**config.mk**
```make
export PLATFORM = sky130hd
export DESIGN_NAME = sdes_byte_encrypt
export DESIGN_NICKNAME = d
export VERILOG_FILES = /design/src/rtl/sdes_pkg.sv /design/src/rtl/sdes_round.sv /design/src/rtl/sdes_byte_encrypt.sv
export SDC_FILE = /design/constraint.sdc
export NUM_CORES = 1
export LEC_CHECK = 0
export BUFFER_PORTS_ARGS = -buffer_cell sky130_fd_sc_hd__clkbuf_2
export CORE_UTILIZATION = 42
export CTS_BUF_LIST = sky130_fd_sc_hd__clkbuf_8
export DETAILED_ROUTE_END_ITERATION = 10
export GPL_TIMING_DRIVEN = 0
export PLACE_DENSITY_LB_ADDON = 0.15
export SLEW_MARGIN = 40
export SYNTH_ARGS = -nofsm -noshare
export SYNTH_HDL_FRONTEND = slang
export SYNTH_SLANG_ARGS = --single-unit
```
**constraint.sdc**
```tcl
create_clock -name clk -period 1.63 [get_ports clk]
set_clock_uncertainty 0.05 [all_clocks]
set_input_delay 0.326 -clock clk [delete_from_list [all_inputs] [get_ports clk]]
set_output_delay 0.326 -clock clk [all_outputs]
set_load 0.1 [all_outputs]
```
**src/rtl/sdes_pkg.sv**
```systemverilog
// Package: bit permutations, S-box tables and key schedule for the S-DES byte cipher.
package sdes_pkg;

    // Register map, word addresses (byte address / 4)
    localparam logic REG_CIPHER_KEY = 1'b0;

    localparam int unsigned KEY_W  = 10;
    localparam int unsigned BYTE_W = 8;
    localparam int unsigned HALF_W = 4;
    localparam int unsigned SUBK_W = 8;
    localparam int unsigned APB_AW = 3;
    localparam int unsigned APB_DW = 32;

    // S-boxes, indexed by {row, col}; row = outer bits, col = inner bits
    localparam logic [1:0] SBOX_A [16] = '{
        2'd1, 2'd0, 2'd3, 2'd2,
        2'd3, 2'd2, 2'd1, 2'd0,
        2'd0, 2'd2, 2'd1, 2'd3,
        2'd3, 2'd1, 2'd0, 2'd2
    };
    localparam logic [1:0] SBOX_B [16] = '{
        2'd0, 2'd1, 2'd2, 2'd3,
        2'd2, 2'd3, 2'd1, 2'd0,
        2'd3, 2'd0, 2'd1, 2'd2,
        2'd2, 2'd1, 2'd0, 2'd3
    };

    function automatic logic [9:0] perm_p10(input logic [9:0] k);
        return {k[7], k[5], k[8], k[3], k[6], k[0], k[9], k[1], k[2], k[4]};
    endfunction

    function automatic logic [7:0] perm_p8(input logic [9:0] x);
        return {x[4], x[7], x[3], x[6], x[2], x[5], x[0], x[1]};
    endfunction

    function automatic logic [7:0] perm_ip(input logic [7:0] b);
        return {b[6], b[2], b[5], b[7], b[4], b[0], b[3], b[1]};
    endfunction

    function automatic logic [7:0] perm_ipinv(input logic [7:0] b);
        return {b[4], b[7], b[5], b[3], b[1], b[6], b[0], b[2]};
    endfunction

    function automatic logic [7:0] perm_ep(input logic [3:0] h);
        return {h[0], h[3], h[2], h[1], h[2], h[1], h[0], h[3]};
    endfunction

    function automatic logic [3:0] perm_p4(input logic [3:0] s);
        return {s[2], s[0], s[1], s[3]};
    endfunction

    function automatic logic [3:0] sbox_idx(input logic [3:0] n);
        return {n[3], n[0], n[2], n[1]};
    endfunction

    function automatic logic [4:0] rotl1(input logic [4:0] v);
        return {v[3:0], v[4]};
    endfunction

    function automatic logic [4:0] rotl2(input logic [4:0] v);
        return {v[2:0], v[4:3]};
    endfunction

    // Both subkeys start from the P10 result (no cumulative shift)
    function automatic logic [7:0] subkey1(input logic [9:0] key);
        logic [9:0] p;
        p = perm_p10(key);
        return perm_p8({rotl1(p[9:5]), rotl1(p[4:0])});
    endfunction

    function automatic logic [7:0] subkey2(input logic [9:0] key);
        logic [9:0] p;
        p = perm_p10(key);
        return perm_p8({rotl2(p[9:5]), rotl2(p[4:0])});
    endfunction

endpackage

```
**src/rtl/sdes_round.sv**
```systemverilog
// One Feistel half-round: xor_in ^ P4(S(EP(half_in) ^ subkey)).
module sdes_round
(
    input  logic [sdes_pkg::HALF_W-1:0] half_in,
    input  logic [sdes_pkg::HALF_W-1:0] xor_in,
    input  logic [sdes_pkg::SUBK_W-1:0] subkey,
    output logic [sdes_pkg::HALF_W-1:0] half_out
);
    import sdes_pkg::*;

    logic [SUBK_W-1:0] mixed;
    logic [HALF_W-1:0] sbox_out;

    // expansion and key mix
    assign mixed = perm_ep(half_in) ^ subkey;

    // substitution, left box on the upper nibble
    assign sbox_out = {SBOX_A[sbox_idx(mixed[7:4])], SBOX_B[sbox_idx(mixed[3:0])]};

    assign half_out = xor_in ^ perm_p4(sbox_out);

endmodule

```
**src/rtl/sdes_byte_encrypt.sv**
```systemverilog
// Top level: three-stage pipelined S-DES byte encryption with APB key register.
// Each accepted input beat passes the stage 1, 2 and 3 registers in turn to the output beat.
// Throughput: one beat per cycle while m_tready does not stall the output; stage 1 = IP and round 1, stage 2 = round 2,
// stage 3 = IP inverse into the output register.
// Reset: rst_n asynchronously clears all valid bits and the key to zero;
// subkeys are recomputed and registered on each key write.
module sdes_byte_encrypt
(
    input  logic                          clk,
    input  logic                          rst_n,
    // APB configuration port
    input  logic                          psel,
    input  logic                          penable,
    input  logic                          pwrite,
    input  logic [sdes_pkg::APB_AW-1:0]   paddr,
    input  logic [sdes_pkg::APB_DW-1:0]   pwdata,
    output logic [sdes_pkg::APB_DW-1:0]   prdata,
    output logic                          pready,
    // input stream
    input  logic                          s_tvalid,
    output logic                          s_tready,
    input  logic [sdes_pkg::BYTE_W-1:0]   s_tdata,   // [7:0] plain_byte
    // output stream
    output logic                          m_tvalid,
    input  logic                          m_tready,
    output logic [sdes_pkg::BYTE_W-1:0]   m_tdata    // [7:0] cipher_byte
);
    import sdes_pkg::*;

    logic [KEY_W-1:0]  cipher_key_reg;
    logic [SUBK_W-1:0] k1_reg;
    logic [SUBK_W-1:0] k2_reg;
    logic              key_wr;

    logic              s1_valid_reg, s2_valid_reg, s3_valid_reg;
    logic [HALF_W-1:0] s1_l1_reg, s1_r0_reg;
    logic [HALF_W-1:0] s2_l2_reg, s2_l1_reg;
    logic [BYTE_W-1:0] s3_data_reg;

    logic              adv1, adv2, adv3;
    logic [BYTE_W-1:0] ip_in;
    logic [HALF_W-1:0] s1_l1_next, s2_l2_next;
    logic [BYTE_W-1:0] s3_data_next;

    // configuration access
    assign pready = 1'b1;
    assign key_wr = psel && penable && pwrite && pready && (paddr[2] == REG_CIPHER_KEY);

    always_comb
    begin
        prdata = '0;
        if (paddr[2] == REG_CIPHER_KEY)
        begin
            prdata = {{(APB_DW-KEY_W){1'b0}}, cipher_key_reg};
        end
    end

    // key and subkeys, refreshed on write
    always_ff @(posedge clk or negedge rst_n)
    begin
        if (!rst_n)
        begin
            cipher_key_reg <= '0;
            k1_reg         <= subkey1('0);
            k2_reg         <= subkey2('0);
        end
        else if (key_wr)
        begin
            cipher_key_reg <= pwdata[KEY_W-1:0];
            k1_reg         <= subkey1(pwdata[KEY_W-1:0]);
            k2_reg         <= subkey2(pwdata[KEY_W-1:0]);
        end
    end

    // pipeline advance: a stage moves when empty or when the next one moves
    assign adv3     = !s3_valid_reg || m_tready;
    assign adv2     = !s2_valid_reg || adv3;
    assign adv1     = !s1_valid_reg || adv2;
    assign s_tready = adv1;

    // stage 1 datapath: IP and first round
    assign ip_in = perm_ip(s_tdata);

    sdes_round u_round1
    (
        .half_in  (ip_in[3:0]),
        .xor_in   (ip_in[7:4]),
        .subkey   (k1_reg),
        .half_out (s1_l1_next)
    );

    // stage 2 datapath: second round
    sdes_round u_round2
    (
        .half_in  (s1_l1_reg),
        .xor_in   (s1_r0_reg),
        .subkey   (k2_reg),
        .half_out (s2_l2_next)
    );

    // stage 3 datapath: inverse IP
    assign s3_data_next = perm_ipinv({s2_l2_reg, s2_l1_reg});

    // valid bits
    always_ff @(posedge clk or negedge rst_n)
    begin
        if (!rst_n)
        begin
            s1_valid_reg <= 1'b0;
            s2_valid_reg <= 1'b0;
            s3_valid_reg <= 1'b0;
        end
        else
        begin
            if (adv1)
            begin
                s1_valid_reg <= s_tvalid;
            end
            if (adv2)
            begin
                s2_valid_reg <= s1_valid_reg;
            end
            if (adv3)
            begin
                s3_valid_reg <= s2_valid_reg;
            end
        end
    end

    // payload registers
    always_ff @(posedge clk)
    begin
        if (adv1)
        begin
            s1_l1_reg <= s1_l1_next;
            s1_r0_reg <= ip_in[3:0];
        end
        if (adv2)
        begin
            s2_l2_reg <= s2_l2_next;
            s2_l1_reg <= s1_l1_reg;
        end
        if (adv3)
        begin
            s3_data_reg <= s3_data_next;
        end
    end

    assign m_tvalid = s3_valid_reg;
    assign m_tdata  = s3_data_reg;

endmodule

```
==> results of run 1 <==
==> cells in the final DEF (no fill, tap or decap), types with 4 or more instances in the layout <==
master	synthesis	layout
a21oi_1	5	5
buf_4	23	30
clkbuf_2	0	34
clkbuf_4	0	5
clkbuf_8	0	10
conb_1	2	23
dfrtp_1	13	9
edfxtp_1	24	24
mux2_2	8	8
nand2b_1	4	4
nor2b_4	0	10
xnor2_1	21	18
xor2_1	10	9
==> path summary, 6_finish.rpt <==
check	to	slack [ns]
worst max-delay path	s2_l2_reg[0]	-0.004
worst min register to register	m_tdata[7]	0.37
worst min-delay path	s1_valid_reg	0.18
max in group asynchronous	m_tvalid	0.82
worst max register to register	s2_l2_reg[0]	-0.004
min in group asynchronous	cipher_key_reg[3]	0.42
==> Yosys cell counts <==
cell type,n
nand2b_1,4
o211ai_1,2
or3b_1,1
dfrtp_1,13
mux2_2,8
xnor2_1,21
buf_2,1
nand2_1,1
o21a_1,1
buf_4,23
nand4b_1,2
xor2_2,1
nand3b_1,1
nor3_1,3
clkbuf_1,1
nor2b_1,9
nor2b_2,1
nand3_1,1
mux2_1,2
a211oi_1,1
nor2_1,3
conb_1,2
a21oi_1,5
a211o_1,1
edfxtp_1,24
xor2_1,10
==> power by group <==
group	switching [mW]	leakage [nW]	internal [mW]
clock	0.294	0.0538	0.332
combinational	1.51	0.709	0.752
sequential	0.206	0.392	1.41
total	2.01	1.15	2.50
==> per-layer routing <==
layer | vias up | global-route usage (%) | wire length (um)
li1 | 593 | - | -
met5 | - | 0 | 0
met4 | 0 | 5.21 | 42
met2 | 59 | 28.9 | 1730
met3 | 4 | 6.58 | 290
met1 | 549 | 14.1 | 1140
==> what timing repair did <==
item / in CTS / in global routing
hold endpoints to repair: 13 / 0
hold buffers: 1 / 0
setup endpoints to repair: 12 / 4
gates resized for setup: 21 / 5
setup buffers: 4 / 1
pin swaps: 6 / 0
==> cell type report <==
| class | instances | share of cell area, % |
|---|---|---|
| Sequential cell | 37 | 41.6 |
| Multi-Input combinational cell | 101 | 32.1 |
| Timing Repair Buffer | 51 | 13.0 |
| Buffer | 25 | 7.31 |
| Clock buffer | 6 | 3.26 |
| Tap cell | 50 | 2.47 |
| Clock inverter | 2 | 0.296 |
==> per-stage QoR <==
| stage | setup WS (ns) | total power [mW] |
|---|---|---|
| 6_report | -0.00446 | 4.51 |
| 5_1_grt | -0.0592 | 4.76 |
| 4_1_cts | 0.00218 | 4.52 |
| 3_5_place_dp | -0.214 | 3.75 |
| 3_3_place_gp | -0.178 | 3.67 |
| 2_1_floorplan | -0.959 | 3.45 |
==> worst max-delay path, stage by stage, from the launching register on <==
cell and delay [ns]:
dfrtp_2 0.45, xnor2_2 0.26, nor3_1 0.10, or3b_1 0.39
xor2_1 0.15
==> logic make-up (layout without fill, tap and decap cells) <==
logic type,Yosys count,after routing,share of synthesized area [%]
multiplexers,10,10,6.06
AO/OA/AOI/OAI,10,10,3.43
other,2,23,0.404
buffers and inverters,25,84,9.76
AND/OR/NAND/NOR,26,26,8.55
XOR/XNOR,32,32,15.5
flip-flops,37,37,56.3
==> metrics.txt, run 1 <==
Tcrit/Tclk final 100%; vias per cell 4.43; WL/cell 11.8 um; Final Core Density 61.5%; FF-to-FF path depth 4; clk_lat worst skew 0.28 ns; WS Path Type reg2reg; Detailed Route Iter0 Violations 28; Mean Syn Cell Area 13.1 um^2; max-slew violation count 0; Starting Density 45.2%; TritonCTS buffer count 5; Critical R2R Launch cipher_key_reg[6]; RSZ-0062 raised after global routing yes; I/O Pins 93; hpwl dp 2570 um; final worst slack -0.00446 ns; HP Class in2reg; setup violators final 1; static leakage 1.15 nW; min-delay src s_tvalid; final non-filler cell total 272; multi-input logic area 812 um^2; PD cells 1780 mW/mm^2; TritonCTS clock tree done; cell count after synthesis 142; Congestion Overflow GR 0; unique cell type count in the Yosys netlist 26; Register Area 0.00105 mm^2; site row count 23; max reg flops 9; status complete, but fails checks; top cells by area, synth edfxtp_1, dfrtp_1, xnor2_1; nets 271; Worst setup EP type register; top cell type by total area after synthesis edfxtp_1; hold slack 0.181 ns; # diodes 0; die area 0.00469 mm^2; 1st-pass router iterations 3; arrival time worst endpoint 1.62 ns; Seq cells post-synth 37; Sink Count 37; crit path max fanout 4; startpoint types register; first-pass GRT wire length 5010 um; Slew @ Worst Pin 0.540 ns; placed instance count 258; Worst EP required 1.62 ns; x dimension of the die 68.5 um; register area share after synthesis 56.3%; drt total wl 3200 um; post-route cell area 0.00253 mm^2; Area Overhead vs Synth 36.3%; IO buf count 45; clk buf depth 2; CTS HTree Levels 2; initial antenna violation count 0; Clock Root Buffer clkbuf_8; Total Neg Setup Slack -0.00446 ns; DR DRC count 0; Max VDD drop 0.804 mV; height of the die 68.5 um; worst hold path depth 2; RePlAce Congestion 0.699; gr usage total 15.2%; post-layout min period 1.63 ns; YS warnings 0; proportion of netlist area held by the largest area contributor 38.8%; max_cap viols 0; number of global-route vias before repair 1181; cell area after placement 0.00231 mm^2; Max-slew headroom 64.1%; Cell Area, Synth 0.00186 mm^2; failing checks negative setup slack; via count 1205; share of cells above drive strength 1 48.6%; Max Freq 612 MHz; Filler cells 346; core area 0.00412 mm^2; Worst-path clk slew 0.06 ns; largest net degree at the start of global routing 14; crit path launch cipher_key_reg[6]; final hold violation count 0; post-detailed-route count of antenna-violating nets 0
No activity file was read; power rests on OpenSTA's default activity.
==> run 2, diff against run 1 <==
--- a/config.mk
+++ b/config.mk
@@ -11,6 +11,7 @@
 export DETAILED_ROUTE_END_ITERATION = 10
 export GPL_TIMING_DRIVEN = 0
 export PLACE_DENSITY_LB_ADDON = 0.15
+export REMOVE_ABC_BUFFERS = 1
 export SLEW_MARGIN = 40
 export SYNTH_ARGS = -nofsm -noshare
 export SYNTH_HDL_FRONTEND = slang
==> run 2 against run 1 <==
  * The run still ends with negative setup slack left
  * Critical path type unchanged
  * Sequential share of layout area up 4.3 points
  * Hold slack worse by 0.0070 ns
  * Die area unchanged
  * Flip-flop and latch count is the same
  * Final cell count is 8.1% lower
==> metrics.txt, run 2 (same netlist as run 1, synthesis figures left out) <==
worst path cell trace xnor2_1 > o211ai_1 > or3b_1 > xor2_1 (was xnor2_2 > nor3_1 > or3b_1 > xor2_1); startpoint types register (unchanged); hpwl dp 2350 um (was 2570 um); Area Overhead vs Synth 23.0% (was 36.3%); HP Class in2reg (unchanged); DR DRC count 0 (unchanged); largest net degree at the start of global routing 14 (unchanged); Max Freq 603 MHz (was 612 MHz); family with the most delay on the worst path flip-flops (was simple AND/OR/NAND/NOR gates); max reg flops 9 (unchanged); CP Buf/Inv Count 0 (unchanged); arrival time worst endpoint 1.64 ns (was 1.62 ns); die area 0.00469 mm^2 (unchanged); max-slew violation count 0 (unchanged); Clock Root Buffer clkbuf_8 (unchanged); initial antenna violation count 0 (unchanged); TritonCTS clock tree done (unchanged); final worst slack -0.0278 ns (was -0.00446 ns); total power 4.41 mW (was 4.51 mW); Worst path max stage delay 0.47 ns (was 0.45 ns); Worst-path clk slew 0.07 ns (was 0.06 ns); static leakage 0.989 nW (was 1.15 nW); clk buf depth 2 (unchanged); Congestion Overflow GR 0 (unchanged); WL/cell 12.5 um (was 11.8 um); GRT busiest layer met2 (unchanged); core area 0.00412 mm^2 (unchanged); PD cells 1930 mW/mm^2 (was 1780 mW/mm^2); Slowest cell on crit path edfxtp_1 (was dfrtp_2); commonest non-fill, non-tap cell in the layout clkbuf_2 (unchanged); Register Area 0.00105 mm^2 (about the same); most frequent cells in the layout clkbuf_2, edfxtp_1, conb_1 (was clkbuf_2, buf_4, edfxtp_1); IO buf count 45 (unchanged); I/O Pins 93 (unchanged); failing checks negative setup slack (unchanged); site row count 23 (unchanged); setup violators final 1 (unchanged); drt total wl 3130 um (was 3200 um); Worst EP required 1.61 ns (was 1.62 ns); pre-CTS setup slack -0.240 ns (was -0.214 ns); first-pass GRT wire length 4910 um (was 5010 um); CTS HTree Levels 2 (unchanged); multi-input logic area 739 um^2 (was 812 um^2); Detailed Route Iter0 Violations 33 (was 28); status complete, but fails checks (unchanged); Max-slew headroom 64.2% (was 64.1%); post-layout min period 1.66 ns (was 1.63 ns); Sink Count 37 (unchanged); WS Path Type reg2reg (unchanged); Worst setup EP type register (unchanged); 1st-pass router iterations 4 (was 3); TritonCTS buffer count 5 (unchanged); Tcrit/Tclk final 102% (was 100%); Total Neg Setup Slack -0.0278 ns (was -0.00446 ns); nets 249 (was 271); share of cells above drive strength 1 37.5% (was 48.6%); Filler cells 357 (was 346); height of the die 68.5 um (unchanged); Starting Density 45.2% (unchanged); via count 1160 (was 1205); RePlAce Congestion 0.698 (was 0.699); post-route cell area 0.00228 mm^2 (was 0.00253 mm^2); global routing usage on met1 16.1% (was 14.1%); met3 Resource Use GR 5.76% (was 6.58%); Final Core Density 55.5% (was 61.5%); post-detailed-route count of antenna-violating nets 0 (unchanged); number of global-route vias before repair 1087 (was 1181); crit path max fanout 3 (was 4); gr usage total 15.3% (was 15.2%); # diodes 0 (unchanged); Max VDD drop 0.980 mV (was 0.804 mV); final hold violation count 0 (unchanged); vias per cell 4.64 (was 4.43); max_cap viols 0 (unchanged); x dimension of the die 68.5 um (unchanged); RSZ-0062 raised after global routing yes (unchanged); met2 usage 26.7% (was 28.9%); cell area after placement 0.00204 mm^2 (was 0.00231 mm^2); clk_lat worst skew 0.28 ns (about the same); Slew @ Worst Pin 0.540 ns (about the same)
==> run 2: per-stage QoR <==
step	hold slack, ns	cells
2_1_floorplan	-0.0196	138
3_3_place_gp	0.189	233
3_5_place_dp	0.204	233
4_1_cts	0.170	246
5_1_grt	0.166	250
6_report	0.174	250
==> run 2: path summary, 6_finish.rpt <==
| check | to | slack [ns] | startpoint | cells past startpoint |
|---|---|---|---|---|
| worst max-delay path | s2_l2_reg[0] | -0.03 | s1_l1_reg[0] | 4 |
| worst min-delay path | s1_valid_reg | 0.17 | s_tvalid | 2 |
| worst max register to register | s2_l2_reg[0] | -0.03 | s1_l1_reg[0] | 4 |
| worst min register to register | m_tdata[6] | 0.37 | s2_l2_reg[3] | 0 |
| max in group asynchronous | cipher_key_reg[6] | 0.83 | rst_n | 2 |
| min in group asynchronous | cipher_key_reg[2] | 0.43 | rst_n | 2 |
==> run 2: timing repair <==
item / 4_1_cts / 5_1_grt
hold endpoints to repair: 13 / 0
hold buffers: 1 / 0
setup buffers: 4 / 4
pin swaps: 3 / 1
gates resized for setup: 17 / 12
endpoints found under the setup margin: 11 / 10
==> run 2: metal layers <==
metal  wire (um)  part of all wire, %
met5           0                    0
met4          46                  1.5
met3         254                  8.1
met2        1590                   51
met1        1230                   39
==> run 2: power breakdown <==
part,leakage [nW],switching (mW),internal (mW)
Clock,0.0482,0.293,0.285
Sequential,0.392,0.200,1.41
Combinational,0.549,1.51,0.708
Total,0.989,2.00,2.41
==> run 2: cell type report <==
cell class / instances / area share [%]
sequential: 37 / 45.9
clock inverter: 3 / 0.493
clock buffer: 5 / 3.01
tap: 50 / 2.74
multi-input combinational: 101 / 32.4
timing repair buffer: 54 / 15.4
==> run 2: worst register-to-register path: stages, from the launching register on <==
cell,delay (ns)
edfxtp_1,0.47
xnor2_1,0.18
o211ai_1,0.18
or3b_1,0.38
xor2_1,0.15
